[config.mk]
export PLATFORM = sky130hd
export DESIGN_NAME = dbc_ctrl
export DESIGN_NICKNAME = d
export VERILOG_FILES = /design/src/sv/dbc_pkg.sv /design/src/sv/dbc_ctrl.sv
export SDC_FILE = /design/constraint.sdc
export NUM_CORES = 1
export LEC_CHECK = 0
export BUFFER_PORTS_ARGS = -buffer_cell sky130_fd_sc_hd__buf_4
export CAP_MARGIN = 25
export CORE_ASPECT_RATIO = 1.25
export CORE_MARGIN = 5
export CORE_UTILIZATION = 63
export DETAILED_ROUTE_END_ITERATION = 6
export PLACE_DENSITY = 0.79
export SYNTH_ARGS = -nofsm -noshare
export SYNTH_HDL_FRONTEND = slang
export SYNTH_SLANG_ARGS = --single-unit
[constraint.sdc]
create_clock -name clk -period 4.84 [get_ports clk]
set_input_delay 0.484 -clock clk [delete_from_list [all_inputs] [get_ports clk]]
set_output_delay 0.484 -clock clk [all_outputs]
set_load 0.01 [all_outputs]
[src/sv/dbc_pkg.sv]
`timescale 1ns / 1ps
// shared types and constants for the density clustering block
// used by dbc_ctrl, dbc_datapath and density_clustering_2d; no dependencies
package dbc_pkg;

	// default sizes
	localparam int MAX_POINTS_DEF = 64;
	localparam int COORD_BITS_DEF = 16;

	// fixed field widths
	localparam int MIN_W   = 6;
	localparam int RAD_W   = 16;
	localparam int NUM_W   = 6;
	localparam int CFG_W   = 16;
	localparam int CFG_IW  = 1;

	// register indexes and reset values
	localparam logic [CFG_IW-1:0] REG_MIN_NEIGHBORS = 1'd0;
	localparam logic [CFG_IW-1:0] REG_RADIUS        = 1'd1;
	localparam logic [MIN_W-1:0]  MIN_RESET         = 6'd4;
	localparam logic [RAD_W-1:0]  RAD_RESET         = 16'd256;

	// commands from the controller to the datapath
	typedef struct packed {
		logic store_we;
		logic rd_a;
		logic rd_b;
		logic row_clr;
		logic pair_v;
		logic row_wr;
		logic adj_rd;
		logic cnt_rd;
		logic emit_move;
		logic emit_load;
		logic set_exp;
		logic mark_cend;
		logic mark_aend;
		logic load_marker;
		logic clust_inc;
		logic run_clr;
	} dbc_cmd_t;

	// status from the datapath to the controller
	typedef struct packed {
		logic out_free;
		logic pend_v;
		logic core;
		logic adj_bit;
		logic clustered_a;
		logic expanded_a;
	} dbc_sts_t;

endpackage

[src/sv/dbc_ctrl.sv]
`timescale 1ns / 1ps
// controller: load, distance sweep and depth-first walk sequencing,
// loop counters and the walk stack memory; uses dbc_pkg
module dbc_ctrl #(
	parameter int MAX_POINTS = dbc_pkg::MAX_POINTS_DEF
) (
	input  logic                          clk,
	input  logic                          arst_n,
	input  logic                          in_valid,
	output logic                          in_ready,
	input  logic                          last_point,
	input  dbc_pkg::dbc_sts_t             sts,
	output dbc_pkg::dbc_cmd_t             cmd,
	output logic [$clog2(MAX_POINTS)-1:0] addr_a,
	output logic [$clog2(MAX_POINTS)-1:0] addr_b
);

	localparam int IW = $clog2(MAX_POINTS);
	localparam int CW = IW + 1;
	localparam int SW = IW + CW;

	localparam logic [4:0] S_IDLE  = 5'd0;
	localparam logic [4:0] S_DIST  = 5'd1;
	localparam logic [4:0] S_DR0   = 5'd2;
	localparam logic [4:0] S_DR1   = 5'd3;
	localparam logic [4:0] S_WR    = 5'd4;
	localparam logic [4:0] S_WOUT  = 5'd5;
	localparam logic [4:0] S_WOCHK = 5'd6;
	localparam logic [4:0] S_EMIT  = 5'd7;
	localparam logic [4:0] S_EMIT2 = 5'd8;
	localparam logic [4:0] S_ROWRD = 5'd9;
	localparam logic [4:0] S_SCAN  = 5'd10;
	localparam logic [4:0] S_CHK   = 5'd11;
	localparam logic [4:0] S_PUSH  = 5'd12;
	localparam logic [4:0] S_POP   = 5'd13;
	localparam logic [4:0] S_POP2  = 5'd14;
	localparam logic [4:0] S_FIN   = 5'd15;
	localparam logic [4:0] S_FLUSH = 5'd16;

	logic [4:0]    st_q, st_d;
	logic [CW-1:0] n_q, n_d, i_q, i_d, j_q, j_d, q_q, q_d, sp_q, sp_d;
	logic [IW-1:0] c_q, c_d, p_q, p_d;
	logic          start_q, start_d, push_q, push_d, found_q, found_d;
	logic          stk_we, stk_re;

	// walk stack: parent center and its resume index
	logic [SW-1:0] stk_mem [MAX_POINTS];
	logic [SW-1:0] stk_rd_q;

	always_ff @(posedge clk) begin
		if (stk_we) begin
			stk_mem[sp_q[IW-1:0]] <= {c_q, q_q + 1'b1};
		end
		if (stk_re) begin
			stk_rd_q <= stk_mem[sp_q[IW-1:0] - 1'b1];
		end
	end

	// state and counters
	always_ff @(posedge clk or negedge arst_n) begin
		if (!arst_n) begin
			st_q    <= S_IDLE;
			n_q     <= '0;
			i_q     <= '0;
			j_q     <= '0;
			q_q     <= '0;
			sp_q    <= '0;
			c_q     <= '0;
			p_q     <= '0;
			start_q <= 1'b0;
			push_q  <= 1'b0;
			found_q <= 1'b0;
		end else begin
			st_q    <= st_d;
			n_q     <= n_d;
			i_q     <= i_d;
			j_q     <= j_d;
			q_q     <= q_d;
			sp_q    <= sp_d;
			c_q     <= c_d;
			p_q     <= p_d;
			start_q <= start_d;
			push_q  <= push_d;
			found_q <= found_d;
		end
	end

	// next state and commands
	always_comb begin
		st_d     = st_q;
		n_d      = n_q;
		i_d      = i_q;
		j_d      = j_q;
		q_d      = q_q;
		sp_d     = sp_q;
		c_d      = c_q;
		p_d      = p_q;
		start_d  = start_q;
		push_d   = push_q;
		found_d  = found_q;
		cmd      = '0;
		addr_a   = '0;
		addr_b   = '0;
		in_ready = 1'b0;
		stk_we   = 1'b0;
		stk_re   = 1'b0;
		case (st_q)
			S_IDLE: begin
				in_ready    = 1'b1;
				cmd.row_clr = 1'b1;
				addr_a      = n_q[IW-1:0];
				if (in_valid) begin
					if (n_q < CW'(MAX_POINTS)) begin
						cmd.store_we = 1'b1;
						n_d          = n_q + 1'b1;
					end
					if (last_point) begin
						i_d  = '0;
						j_d  = '0;
						st_d = S_DIST;
					end
				end
			end
			S_DIST: begin
				addr_a     = i_q[IW-1:0];
				addr_b     = j_q[IW-1:0];
				cmd.rd_a   = 1'b1;
				cmd.rd_b   = 1'b1;
				cmd.pair_v = 1'b1;
				if (j_q == n_q - 1'b1) begin
					st_d = S_DR0;
				end else begin
					j_d = j_q + 1'b1;
				end
			end
			S_DR0: st_d = S_DR1;
			S_DR1: st_d = S_WR;
			S_WR: begin
				addr_a      = i_q[IW-1:0];
				cmd.row_wr  = 1'b1;
				cmd.row_clr = 1'b1;
				j_d         = '0;
				if (i_q == n_q - 1'b1) begin
					i_d     = '0;
					found_d = 1'b0;
					st_d    = S_WOUT;
				end else begin
					i_d  = i_q + 1'b1;
					st_d = S_DIST;
				end
			end
			S_WOUT: begin
				addr_a = i_q[IW-1:0];
				if (i_q == n_q) begin
					st_d = S_FIN;
				end else begin
					cmd.cnt_rd = 1'b1;
					st_d       = S_WOCHK;
				end
			end
			S_WOCHK: begin
				addr_a = i_q[IW-1:0];
				if (!sts.clustered_a && sts.core) begin
					p_d     = i_q[IW-1:0];
					start_d = 1'b1;
					st_d    = S_EMIT;
				end else begin
					i_d  = i_q + 1'b1;
					st_d = S_WOUT;
				end
			end
			S_EMIT: begin
				addr_a = p_q;
				if (!sts.pend_v || sts.out_free) begin
					cmd.emit_move = sts.pend_v;
					cmd.rd_a      = 1'b1;
					st_d          = S_EMIT2;
				end
			end
			S_EMIT2: begin
				addr_a        = p_q;
				cmd.emit_load = 1'b1;
				if (start_q) begin
					cmd.set_exp = 1'b1;
					c_d         = p_q;
					q_d         = '0;
					sp_d        = '0;
					st_d        = S_ROWRD;
				end else begin
					st_d = S_PUSH;
				end
			end
			S_ROWRD: begin
				addr_a     = c_q;
				cmd.adj_rd = 1'b1;
				st_d       = S_SCAN;
			end
			S_SCAN: begin
				addr_a = q_q[IW-1:0];
				addr_b = q_q[IW-1:0];
				if (q_q == n_q) begin
					st_d = S_POP;
				end else if (!sts.adj_bit) begin
					q_d = q_q + 1'b1;
				end else begin
					cmd.cnt_rd = 1'b1;
					st_d       = S_CHK;
				end
			end
			S_CHK: begin
				addr_a = q_q[IW-1:0];
				push_d = !sts.expanded_a && sts.core;
				p_d    = q_q[IW-1:0];
				if (!sts.clustered_a) begin
					start_d = 1'b0;
					st_d    = S_EMIT;
				end else begin
					st_d = S_PUSH;
				end
			end
			S_PUSH: begin
				addr_a = q_q[IW-1:0];
				if (push_q) begin
					stk_we      = 1'b1;
					cmd.set_exp = 1'b1;
					sp_d        = sp_q + 1'b1;
					c_d         = q_q[IW-1:0];
					q_d         = '0;
					st_d        = S_ROWRD;
				end else begin
					q_d  = q_q + 1'b1;
					st_d = S_SCAN;
				end
			end
			S_POP: begin
				if (sp_q == '0) begin
					cmd.mark_cend = 1'b1;
					cmd.clust_inc = 1'b1;
					found_d       = 1'b1;
					i_d           = i_q + 1'b1;
					st_d          = S_WOUT;
				end else begin
					stk_re = 1'b1;
					st_d   = S_POP2;
				end
			end
			S_POP2: begin
				c_d  = stk_rd_q[SW-1:CW];
				q_d  = stk_rd_q[CW-1:0];
				sp_d = sp_q - 1'b1;
				st_d = S_ROWRD;
			end
			S_FIN: begin
				if (found_q) begin
					cmd.mark_aend = 1'b1;
				end else begin
					cmd.load_marker = 1'b1;
				end
				st_d = S_FLUSH;
			end
			S_FLUSH: begin
				if (sts.out_free) begin
					cmd.emit_move = 1'b1;
					cmd.run_clr   = 1'b1;
					n_d           = '0;
					st_d          = S_IDLE;
				end
			end
			default: st_d = S_IDLE;
		endcase
	end

`ifndef NO_ASSERTIONS
	a_stack_bound: assert property (@(posedge clk) disable iff (!arst_n)
		(st_q == S_PUSH && push_q) |-> (sp_q < CW'(MAX_POINTS)))
		else $error("walk stack overflow");
	a_scan_bound: assert property (@(posedge clk) disable iff (!arst_n)
		(st_q == S_SCAN) |-> (q_q <= n_q))
		else $error("scan index past point count");
`endif

endmodule

# Word level (Yosys, flattened, before mapping)
# Memories as Yosys holds them, arrays and structs flattened. A register that Yosys moved wholly into a read port is not among the register bits.
# Index checks and enable logic that the tools add are counted.
[op_classes]
n_mul = 0
n_eq_ne = 37
bitwise = 0
addsub = 8
mux = 79
div_mod_pow = 0
n_reduce_logical = 28
order_cmp = 1
n_shift = 0
[op_table]
columns = ["cell", "n"]
rows = [
  ["2-to-1 mux 7 bit", 14],
  ["case mux 5 bit (17 select lines)", 1],
  ["case mux 7 bit (4 select lines)", 2],
  ["case mux 7 bit (3 select lines)", 2],
  ["equality test 5 x 4 -> 1 bit (second input constant)", 8],
  ["adder 7 x 1 -> 7 bit (second input constant)", 5],
  ["2-to-1 mux 5 bit", 7],
  ["inequality test 2 bit (second input constant)", 16],
  ["2-to-1 mux 1 bit", 31],
  ["case mux 6 bit (5 select lines)", 1],
  ["equality test 7 bit", 4],
  ["case mux 6 bit (2 select lines)", 2],
  ["equality test 5 x 3 -> 1 bit (second input constant)", 4],
  ["2-to-1 mux 6 bit", 3],
  ["case mux 6 bit (3 select lines)", 1],
  ["case mux 7 bit (2 select lines)", 1],
  ["subtractor 7 x 1 -> 7 bit (second input constant)", 2],
  ["2-to-1 mux 4 bit", 3],
  ["case mux 1 bit (2 select lines)", 6],
  ["AND reduction 4 bit", 3],
  ["equality test 5 x 2 -> 1 bit (second input constant)", 2],
  ["AND reduction 3 bit", 3],
  ["nonzero test 4 bit", 2],
  ["logical NOT 7 bit", 1],
  ["19 further kinds", 29],
]
[word_totals]
mem_bits_ro = 0
out_inout_bits = 29
regBits = 55
mem_count = 1
latch_bits = 0
ramBits = 832
[mem_list]
columns = ["name", "words", "width", "read_ports", "rd_clocked_by_memory_dff", "write_ports", "line", "source"]
rows = [
  ["stk_mem", 64, 13, 1, 1, 1, "dbc_ctrl.sv:47", "logic [SW-1:0] stk_mem [MAX_POINTS];"],
]

# Depth between registers and ports, before layout
# Gate-level depths: netlist (run 1).
[logic_depth]
word_depth = 4
mapped_depth = 17
mapped_depth_nobuf = 10

# Least setup slack after synthesis (run 1)
# OpenSTA, ideal clock, no wires.
[synth_path]
path_kind = "register to register"
start = "register sp_q[0]"
end = "register stk_rd_q[0] (read register of stk_mem) (data pin)"
period_less_slack_ps = 3921
path_stages_with_launch = 16
arrival_time_ps = 3647
required_ps = 4565
setup_slack_ps = 919
path_cell_list = "dfrtp_1 buf_2 buf_6 buf_4 buf_2 buf_2 inv_1 buf_2 ha_1 buf_2 buf_2 clkbuf_1 mux4_2 mux4_2 a211oi_1 a31oi_1"
[synth_between]
elab_chain_cells = 3
[synth_rtl]
columns = ["element", "line", "source"]
rows = [
  ["start: declaration", "dbc_ctrl.sv:41", "logic [CW-1:0] n_q, n_d, i_q, i_d, j_q, j_d, q_q, q_d, sp_q, sp_d;"],
  ["start signal: assignment", "dbc_ctrl.sv:79", "sp_q <= sp_d;"],
  ["branches (longest 3 deep; another with subtractor 6 x 1 -> 6 bit)", "--", ""],
  ["end: declaration", "dbc_ctrl.sv:48", "logic [SW-1:0] stk_rd_q;"],
]
# Several ways; the timed one is not identified.
# A chain may end at the register's enable or synchronous reset.

# Final worst setup path (run 1)
[layout_path]
start = "register sp_q[0]"
end = "register stk_rd_q[9] (read register of stk_mem) (data pin)"
# Same word-level chain as after synthesis.

==> results by group, run 1 <==
Outcome
  – Status: complete, no violations

Place
  – GP Congestion: 0.9212
  – Dpl cells: 2,670
  – Port Buffer Count: 38
  – Post-DP HPWL: 52.58 mm

Clock tree
  – Post-cts repair resize count: 0
  – Worst-skew pair later-pin latency: 0.65 ns
  – H-tree levels: 3
  – CTS buffer count: 84
  – Worst-path clk slew: 0.06 ns
  – Clk sinks: 900
  – CTS tree: built
  – CTS root buf: clkbuf_16
  – Clock Path Buffers: 3

Logic synthesis
  – Complex-gate fraction of the synthesized area: 2.974%
  – Post-Syn Area: 36,560 um2
  – Syn. warnings: 0
  – Register area share after synthesis: 73.17%
  – Ys flop type: edfxtp_1
  – EDFF count, synth: 845
  – Mux share of post-synthesis cell area: 15.50%
  – Xor/xnor share of the synthesized area: 1.218%
  – Post-synth net total: 1,924
  – Post-Synthesis Cells: 1,901
  – Ys async rst share: 6.111%
  – Largest family of logic cells by synthesized area: multiplexers
  – Simple-Gate Fraction of Synth Area: 5.075%
  – Synthesized area per cell: 19.23 um2
  – Adder-cell area share of the yosys netlist: 0.4654%
  – Yosys cell types: 70
  – Yosys reg bits: 900

Detailed routing
  – Post-route ant nets: 0
  – First drt pass iteration count: 5
  – Vias per cell: 7.111
  – DR WL/cell: 33.00 um
  – DRT iter0 DRCs: 3,319
  – # DRC: 0
  – Final WL: 93.45 mm
  – Vias: 20,139

Layout
  – Final Core Density: 71.81%
  – Layout Nets: 2,036
  – P&R area growth vs syn: 12.71%
  – FILL cells: 3,161
  – Layout cell share with drive strength beyond 1: 27.14%
  – Final std cells w/o fill: 2,832
  – Number of diodes: 0

Global routing
  – Grt peak-use layer: met2
  – Met1 Use GR: 39.72%
  – First-pass GRT wire length: 137.2 mm
  – Gr usage total: 30.11%
  – GRT overflow: 0
  – Met2 usage: 49.17%
  – M3 GR Usage: 6.142%
  – Vias in the first global route: 20,221
  – Antenna violations before repair: 3
  – Largest net degree at the start of global routing: 114

Floorplan
  – Core area: 57,390 um2
  – Die X: 225.5 um
  – Die ar.: 62,980 um2
  – Row count: 98
  – IO Pins: 39
  – Initial Utilization: 63.71%
  – Die height: 279.3 um

Critical path
  – Slowest-stage cell, CP: nor3b_2
  – CP Max Fanout: 17
  – Top Family by Delay on Critical Path: simple AND/OR/NAND/NOR gates
  – CP peak stage delay: 0.57 ns
  – Critical path cell sequence: inv_1, buf_4, ha_1, nor3b_2, xnor2_4, buf_12, mux4_2, nand2_1, a31oi_1
  – Req. time, crit path: 5.22 ns
  – Worst Setup End Kind: flip-flop
  – Crit path kind: reg2reg
  – Buf+Inv Stages, Crit Path: 3
  – Reg2Reg Setup Slack: 1.19 ns
  – Arrival @ worst endpoint: 4.03 ns
  – Crit start category: flip-flop

Pwr
  – Max IR drop VDD: 540.1 uV
  – Internal power: 16.20 mW
  – Net Sw Power: 7.822 mW
  – Reg power frac: 39.5%
  – Power share of the clock group: 28.3%
  – Comb power frac: 32.3%
  – Switching part of the total power: 32.57%
  – Power Density: 582.9 nW/um2
  – Pleak: 14.36 nW

Worst hold path
  – Hold Crit Class: in2reg

Timing
  – RSZ-0062 raised after global routing: false
  – Fin crit share: 75.51%
  – Fmax achieved: 0.2736 GHz
  – Final Max Tran Viols: 0
  – Final Hold Vio Count: 0
  – Worst slew pin tran: 1.066 ns
  – Setup TNS: 0 ns
  – Final setup viols: 0
  – Tmin final: 3.655 ns
  – Hold Slack: 0.1039 ns
  – Relative slew slack: 28.85%
  – Clk_skew: 0.02609 ns

Flow run
  – Max-cap violation count: 0
==> kinds of logic after synthesis <==
kind of cell | after synthesis
AOI/OAI and AO/OA | 155
adders and majority gates | 13
and+or+nand+nor | 402
DFF | 900
muxes | 255
xor gates and xnor gates | 46
buffers and inverters | 130
==> routing by layer <==
layer | vias to the layer above | share of wire [%]
met5 | - | 0.025
met4 | 4 | 5.7
met3 | 321 | 10
met2 | 1653 | 50
met1 | 10214 | 34
li1 | 7947 | -
==> cell usage in the layout (no fill, tap or decap), types with 8 or more instances in the layout <==
master	n
nand3_1	66
and2_1	17
nand2_1	128
o21ai_0	23
nor2_1	104
a21oi_1	19
clkbuf_1	8
mux4_2	249
o22ai_1	13
buf_4	116
a22o_1	20
clkbuf_16	88
xor2_1	14
nor2_2	14
dfrtp_1	48
bufinv_16	10
a31oi_1	22
nor2b_1	10
nor3_1	11
clkinv_1	14
xnor2_1	19
clkinv_2	22
a211oi_1	16
inv_1	19
edfxtp_1	845
buf_12	13
ha_1	10
==> through the flow <==
| step | worst slack [ns] | power [mW] | area, um2 |
|---|---|---|---|
| final | 1.185 | 24.02 | 41210 |
| after global routing | 1.104 | 24.81 | 41210 |
| after CTS | 1.236 | 23.93 | 41110 |
| after detailed placement | 1.212 | 17.14 | 38280 |
| after global placement | 1.293 | 16.94 | 38220 |
| after floorplan | 0.9186 | 14.50 | 36560 |
==> sequential cells by signal (all words and copies together), names as in the netlist <==
| name | cells |
|---|---|
| push_q | 1 |
| stk_mem | 832 |
| found_q | 1 |
| sp_q | 7 |
| start_q | 1 |
| q_q | 7 |
| c_q | 6 |
| p_q | 6 |
| i_q | 7 |
| j_q | 7 |
| st_q | 5 |
| n_q | 7 |
| stk_rd_q | 13 |
==> synth_stat cells (all sizes together) (5+ instances only) <==
library cell,n,area [um2]
nor3,12,65.06
edfxtp,845,25370
nor3b,5,42.54
a222oi,6,60.06
nor2b,10,62.56
a31oi,22,137.6
mux2i,6,60.06
a211oi,16,120.1
o21ai,25,128.9
inv,21,78.82
xor2,17,156.4
a22o,20,175.2
dfrtp,55,1376
or2,6,37.54
and2,17,106.4
nand2b,5,31.28
and3,7,43.79
nand2,128,480.5
o22ai,14,93.84
buf,49,280.3
nand3,66,330.3
clkbuf,60,225.2
or3,7,43.79
ha,12,150.1
nand4,5,31.28
mux4,249,5608
xnor2,27,244.0
nor2,118,447.9
a21o,6,45.04
a22oi,6,45.04
a21oi,19,95.09
==> power by group through the flow <==
stage / registers, mW / clock network, mW / logic, mW
after global routing: 9.49 / 7.21 / 8.10
after CTS: 9.54 / 6.82 / 7.57
after floorplan: 9.71 / 0 / 4.79
after global placement: 9.69 / 0 / 7.25
after detailed placement: 9.71 / 0 / 7.43
final: 9.48 / 6.79 / 7.75
==> worst paths after layout <==
path | startpoint | to | depth (start not counted)
min in group asynchronous | arst_n | n_q[0] | 2
max in group asynchronous | arst_n | sp_q[0] | 2
min | sts[5] | st_q[4] | 2
max reg2reg | sp_q[0] | stk_rd_q[9] | 9
max | sp_q[0] | stk_rd_q[9] | 9
min reg2reg | found_q | found_q | 1
==> repair_timing <==
action                    in CTS  in global routing
setup buffers                  0                  0
hold buffers                   1                  0
hold endpoints to repair      55                  0
==> area by class of cell <==
type	instances	area, um2	area share [%]
timing repair buffer	135	1221	2.964
multi-input combinational	871	9384	22.77
sequential	900	26760	64.95
clock inverter	59	590.6	1.433
clock buffer	96	2232	5.417
inverter	21	78.83	0.1913
tap	750	938.4	2.277
Note: power is estimated with default switching activity, not from simulation.
==> run 2: changes to the inputs <==
==> constraint.sdc (replaced) <==
create_clock -name clk -period 3.82 [get_ports clk]
set_input_delay 0.382 -clock clk [delete_from_list [all_inputs] [get_ports clk]]
set_output_delay 0.382 -clock clk [all_outputs]
set_load 0.01 [all_outputs]
==> run 2 against run 1 <==
  * Maximum frequency is 3.6% lower
  * Utilization is 0.081 points lower
  * Critical endpoint is now stk_rd_q[4]
  * Largest power group unchanged
  * Sequential power is 28% higher
  * Setup slack worse by 1.2 ns
  * Sequential cell count stayed put
  * Clock-buffer cell count is 2 higher
  * Design area is 0.11% lower
==> results by group, run 2 (synthesized netlist as in run 1, its figures left out) <==
Detailed routing
  – Vias: 20,119 (-0.099%)
  – DRT iter0 DRCs: 3,317 (-0.060%)
  – Vias per cell: 7.079 (-0.45%)
  – Final WL: 94.97 mm (+1.6%)
  – # DRC: 0 (unchanged)
  – DR WL/cell: 33.42 um (+1.3%)
  – First drt pass iteration count: 7 (+2)
  – Post-route ant nets: 0 (unchanged)

Worst hold path
  – Hold_sp: sts[1]
  – Worst Hold Depth: 3 (+1)
  – Worst Hold End: start_q
  – Hold Crit Class: in2reg

Timing
  – Final setup viols: 0 (unchanged)
  – RSZ-0062 raised after global routing: false
  – Final Max Tran Viols: 0 (unchanged)
  – Final Hold Vio Count: 0 (unchanged)
  – Relative slew slack: 39.83% (+11 points)
  – Setup TNS: 0 ns (unchanged)
  – Fin crit share: 99.30% (+24 points)
  – Tmin final: 3.793 ns (+0.1383 ns)
  – Fmax achieved: 0.2636 GHz (-3.6%)
  – Worst slew pin tran: 0.8972 ns (-0.1689 ns)
  – Clk_skew: 0.03577 ns (+0.009679 ns)

Critical path
  – Reg2Reg Setup Slack: 0.03 ns (-1.16 ns)
  – Slowest-stage cell, CP: a211oi_1
  – Reg-to-reg endpoint: stk_rd_q[4]
  – Req. time, crit path: 4.18 ns (-1.04 ns)
  – CP peak stage delay: 0.73 ns (+0.16 ns)
  – FF-to-FF Start: sp_q[0]
  – Arrival @ worst endpoint: 4.15 ns (+0.12 ns)
  – Crit start category: flip-flop
  – Top Family by Delay on Critical Path: multiplexers
  – Worst Setup End Kind: flip-flop
  – Critical path cell sequence: inv_1, buf_4, ha_4, buf_12, mux4_2, mux4_2, and2_1, a211oi_1, a31oi_1
  – Most used cell, CP: mux4_2
  – Crit path launch: sp_q[0]
  – Crit path kind: reg2reg
  – R2r worst-path depth: 9 (unchanged)
  – Buf+Inv Stages, Crit Path: 3 (unchanged)
  – CP Max Fanout: 75 (+58)

Layout
  – Most frequent cells in the layout: edfxtp_1 (845), mux4_2 (249), buf_4 (137), nand2_1 (128), nor2_1 (116)
  – Commonest non-fill, non-tap cell in the layout: edfxtp_1
  – Number of diodes: 0 (unchanged)
  – P&R area growth vs syn: 12.58%
  – Layout cell share with drive strength beyond 1: 26.77% (-0.37 points)
  – FILL cells: 3,284 (+3.9%)
  – Layout Nets: 2,053 (+0.83%)
  – Max reg flops: 832 (unchanged)

Floorplan
  – Row count: 98 (unchanged)
  – Core area: 57,390 um2 (unchanged)
  – Die ar.: 62,980 um2 (unchanged)
  – Initial Utilization: 63.71% (unchanged)
  – Die height: 279.3 um (unchanged)
  – Die X: 225.5 um (unchanged)
  – IO Pins: 39 (unchanged)

Pwr
  – Comb power frac: 31.9% (-0.4 points)
  – Pleak: 14.37 nW (+0.10%)
  – Power share of the clock group: 27.6% (-0.7 points)
  – Max IR drop VDD: 946.7 uV (+75%)
  – Internal power: 20.32 mW (+25%)
  – Final Power: 29.96 mW (+25%)
  – Net Sw Power: 9.646 mW (+23%)
  – Power Density: 728.0 nW/um2 (+25%)
  – Reg power frac: 40.5% (+1.0 points)
  – Switching part of the total power: 32.19% (-0.38 points)

Clock tree
  – H-tree levels: 3 (unchanged)
  – Clock Path Buffers: 3 (unchanged)
  – Worst-path clk slew: 0.07 ns (about the same)
  – CTS buffer count: 83 (-1.2%)
  – Worst-skew pair later-pin latency: 0.65 ns (about the same)
  – CTS root buf: clkbuf_16
  – CTS tree: built
  – Post-CTS Setup Repair Bufs: 0 (unchanged)
  – Clk sinks: 900 (unchanged)

Flow run
  – Max-cap violation count: 0 (unchanged)

Global routing
  – GRT overflow: 0 (unchanged)
  – First-pass GRT wire length: 138.2 mm (+0.76%)
  – Gr usage total: 30.39% (+0.28 points)
  – Vias in the first global route: 20,394 (+0.86%)
  – Largest net degree at the start of global routing: 91 (-20%)
  – Antenna violations before repair: 1 (-2)

Place
  – GP Congestion: 0.9250 (+0.41%)
  – Post-DP HPWL: 53.83 mm (+2.4%)
  – Port Buffer Count: 38 (unchanged)

Outcome
  – Status: complete, no violations
run 2: power by group through the flow:
stage / clock network (mW) / registers (mW) / logic, mW
2_1_floorplan: 0 / 12.3 / 6.08
3_3_place_gp: 0 / 12.4 / 9.00
3_5_place_dp: 0 / 12.4 / 9.17
4_1_cts: 8.34 / 12.2 / 9.36
5_1_grt: 8.82 / 12.1 / 10.0
6_report: 8.28 / 12.1 / 9.56
run 2: cell type report:
cell class                      instances  area, um2  area share, %
Sequential cell                       900      26760          65.02
Inverter                               21      78.83         0.1915
Multi-Input combinational cell        871       9369          22.76
Timing Repair Buffer                  153       1324          3.216
Clock buffer                           98       2197          5.338
Tap cell                              750      938.4          2.280
Clock inverter                         49      491.7          1.195
run 2: metrics by stage:
| step | util (%) | instances | setup slack (ns) | instance area [um2] | hold WS (ns) |
|---|---|---|---|---|---|
| after global placement | 66.80 | 2687 | -0.05421 | 38330 | 0.4829 |
| after detailed placement | 66.86 | 2689 | -0.00002398 | 38370 | 0.4921 |
| after floorplan | - | 1901 | 0.002381 | 36570 | 0.08641 |
| after global routing | 71.73 | 2842 | 0.02809 | 41160 | 0.06704 |
| final | 71.73 | 2842 | 0.02685 | 41160 | 0.08035 |
| after CTS | 71.61 | 2838 | 0.1069 | 41090 | 0.03721 |
run 2: repair_timing:
action,4_1_cts,5_1_grt
setup endpoints to repair,3,0
resized for setup,3,0
hold buffers,2,0
hold endpoints to repair,56,0
run 2: worst reg2reg max path: cells and delay by family (launching register included):
kind            cells  cell delay, ns
simple gates        1            0.21
mux                 2            0.93
flops               1            0.51
fa+ha+maj           1            0.28
compound gates      2            0.83
buf+inv             3            0.78
run 2: how the worst max path moves through the flow:
| stage | endpoint | cells after the start |
|---|---|---|
| 6_report | stk_rd_q[4] | 9 |
| 5_1_grt | stk_rd_q[4] | 9 |
| 4_1_cts | stk_rd_q[4] | 9 |
| 3_5_place_dp | stk_rd_q[2] | 9 |
| 3_3_place_gp | stk_rd_q[2] | 9 |
| 2_1_floorplan | stk_rd_q[0] | 15 |
run 2: layer usage:
layer	wire length, um	GRT usage, %
met5	0	0
met4	5333	14.41
met3	9412	5.303
met2	48860	51.32
met1	31360	38.99
==> run 3: changes to the inputs <==
--- a/config.mk
+++ b/config.mk
@@ -11,6 +11,7 @@
 export CORE_MARGIN = 5
 export CORE_UTILIZATION = 63
 export DETAILED_ROUTE_END_ITERATION = 6
+export MAX_ROUTING_LAYER = met4
 export PLACE_DENSITY = 0.79
 export SYNTH_ARGS = -nofsm -noshare
 export SYNTH_HDL_FRONTEND = slang
==> run 3 against run 2 <==
  * Register-to-register slack gained 0.12 ns
  * Sequential power about the same
  * Hold slack got worse by 0.0045 ns
  * Design area increased by 0.12%
  * Critical path type unchanged
  * Highest routed layer unchanged
==> results by group, run 3 (synthesized netlist as in run 1, its figures left out) <==
Outcome
  – Status: complete, no violations

Timing
  – Fmax achieved: 0.2719 GHz (+3.1%)
  – Hold Slack: 0.07587 ns (-0.004485 ns)
  – RSZ-0062 raised after global routing: false
  – Worst slew pin tran: 0.9699 ns (+0.07264 ns)
  – Final setup viols: 0 (unchanged)
  – Final Hold Vio Count: 0 (unchanged)
  – Clk_skew: 0.02166 ns (-0.01411 ns)
  – Final Max Tran Viols: 0 (unchanged)
  – Relative slew slack: 34.85% (-5.0 points)
  – Tmin final: 3.678 ns (-0.1152 ns)
  – Fin crit share: 96.28% (-3.0 points)

Pwr
  – Final Power: 30.20 mW (+0.79%)
  – Power Density: 732.8 nW/um2 (+0.67%)
  – Max IR drop VDD: 1038 uV (+9.6%)
  – Pleak: 14.38 nW (about the same)

Clock tree
  – H-tree levels: 3 (unchanged)
  – CTS root buf: clkbuf_16
  – Worst-path clk slew: 0.07 ns (about the same)
  – Clk sinks: 900 (unchanged)
  – CTS buffer count: 82 (-1.2%)
  – CTS tree: built
  – Clock Path Buffers: 3 (unchanged)
  – Worst-skew pair later-pin latency: 0.63 ns (-0.02 ns)

Layout
  – Most frequent cells in the layout: edfxtp_1 (845), mux4_2 (249), buf_4 (137), nand2_1 (128), nor2_1 (116)
  – Layout cell share with drive strength beyond 1: 26.77% (unchanged)
  – Max reg flops: 832 (unchanged)
  – FILL cells: 3,228 (-1.7%)
  – Layout Nets: 2,050 (-0.15%)
  – P&R area growth vs syn: 12.72%
  – Cell area after layout: 41,210 um2 (+0.12%)
  – Final Core Density: 71.82% (+0.089 points)
  – Register area: 26,760 um2 (unchanged)
  – Multi-input gate area in the final layout: 9364 um2 (about the same)
  – Final std cells w/o fill: 2,844 (+0.070%)
  – Commonest non-fill, non-tap cell in the layout: edfxtp_1

Floorplan
  – Die X: 225.5 um (unchanged)
  – Die height: 279.3 um (unchanged)
  – Core area: 57,390 um2 (unchanged)
  – Row count: 98 (unchanged)
  – Die ar.: 62,980 um2 (unchanged)
  – IO Pins: 39 (unchanged)
  – Initial Utilization: 63.71% (unchanged)

Global routing
  – First-pass GRT wire length: 139.4 mm (+0.83%)
  – Antenna violations before repair: 0 (-1)
  – Gr usage total: 31.45% (+1.1 points)
  – Vias in the first global route: 20,425 (+0.15%)
  – GRT overflow: 0 (unchanged)
  – Largest net degree at the start of global routing: 92 (+1.1%)

Critical path
  – CP Max Fanout: 67 (-11%)
  – Req. time, crit path: 4.16 ns (-0.02 ns)
  – Crit path kind: reg2reg
  – Crit start category: flip-flop
  – Arrival @ worst endpoint: 4.02 ns (-0.13 ns)
  – Worst Setup End Kind: flip-flop

Place
  – GP Congestion: 0.9436 (+2.0%)
  – Port Buffer Count: 38 (unchanged)
  – Dpl cells: 2,688 (-0.037%)
  – Post-DP HPWL: 53.48 mm (-0.65%)
  – DP Area: 38,330 um2 (about the same)

Detailed routing
  – Vias per cell: 7.067 (-0.17%)
  – Final WL: 94.61 mm (-0.38%)
  – # DRC: 0 (unchanged)
  – Vias: 20,098 (-0.10%)
  – Post-route ant nets: 0 (unchanged)
  – DR WL/cell: 33.27 um (-0.45%)
  – DRT iter0 DRCs: 2,736 (-18%)
  – First drt pass iteration count: 7 (unchanged)

Worst hold path
  – Hold Crit Class: in2reg

Flow run
  – Max-cap violation count: 0 (unchanged)
==> run 3: cell type report <==
cell class	instances	share of cell area (%)
clock inverters	46	1.433
repair buffers	151	3.106
inverters	21	0.1913
multi-input cells	871	22.72
diodes	2	0.01214
clock buffers	103	5.322
well taps	750	2.277
flip-flops and latches	900	64.94
==> run 3: critical path, cell delays in order (launching register included) <==
cell	delay [ns]
dfrtp_4	0.53
inv_1	0.26
ha_4	0.27
buf_12	0.33
mux4_2	0.38
mux4_2	0.53
and2_1	0.21
a211oi_1	0.72
a31oi_1	0.07
==> run 3: timing repair <==
action                                  CTS  global route
buffers inserted                          0             0
gates resized for setup                   0             3
endpoints found under the setup margin    0             4
hold buffers                              2             0
endpoints found under the hold margin    56             0
==> run 3: power breakdown <==
part	internal (mW)	switching [mW]	leakage [nW]
Combinational	3.93	5.70	3.85
Clock	4.97	3.60	1.34
Sequential	11.7	0.315	9.19
==> run 3: path summary, 6_finish.rpt <==
path	depth (start not counted)	slack [ns]	from	to
min in group asynchronous	2	0.37	arst_n	st_q[3]
max in group asynchronous	2	2.89	arst_n	sp_q[0]
hold / removal	3	0.08	sts[0]	push_q
hold reg to reg	1	0.50	sp_q[6]	sp_q[6]
setup reg to reg	8	0.14	sp_q[0]	stk_rd_q[7]
setup / recovery	8	0.14	sp_q[0]	stk_rd_q[7]
==> run 3: per-stage QoR <==
stage          worst slack, ns   TNS [ns]
2_1_floorplan         0.002381          0
3_3_place_gp           -0.1104    -0.1756
3_5_place_dp         -0.002408  -0.002408
4_1_cts               0.002954          0
5_1_grt                0.04637          0
6_report                0.1420          0
==> run 3: metal layers <==
metal	GRT usage, %	routed length (um)
met1	39.57	31910
met3	4.811	8751
met2	52.43	49400
met4	12.47	4547
met5	-	0
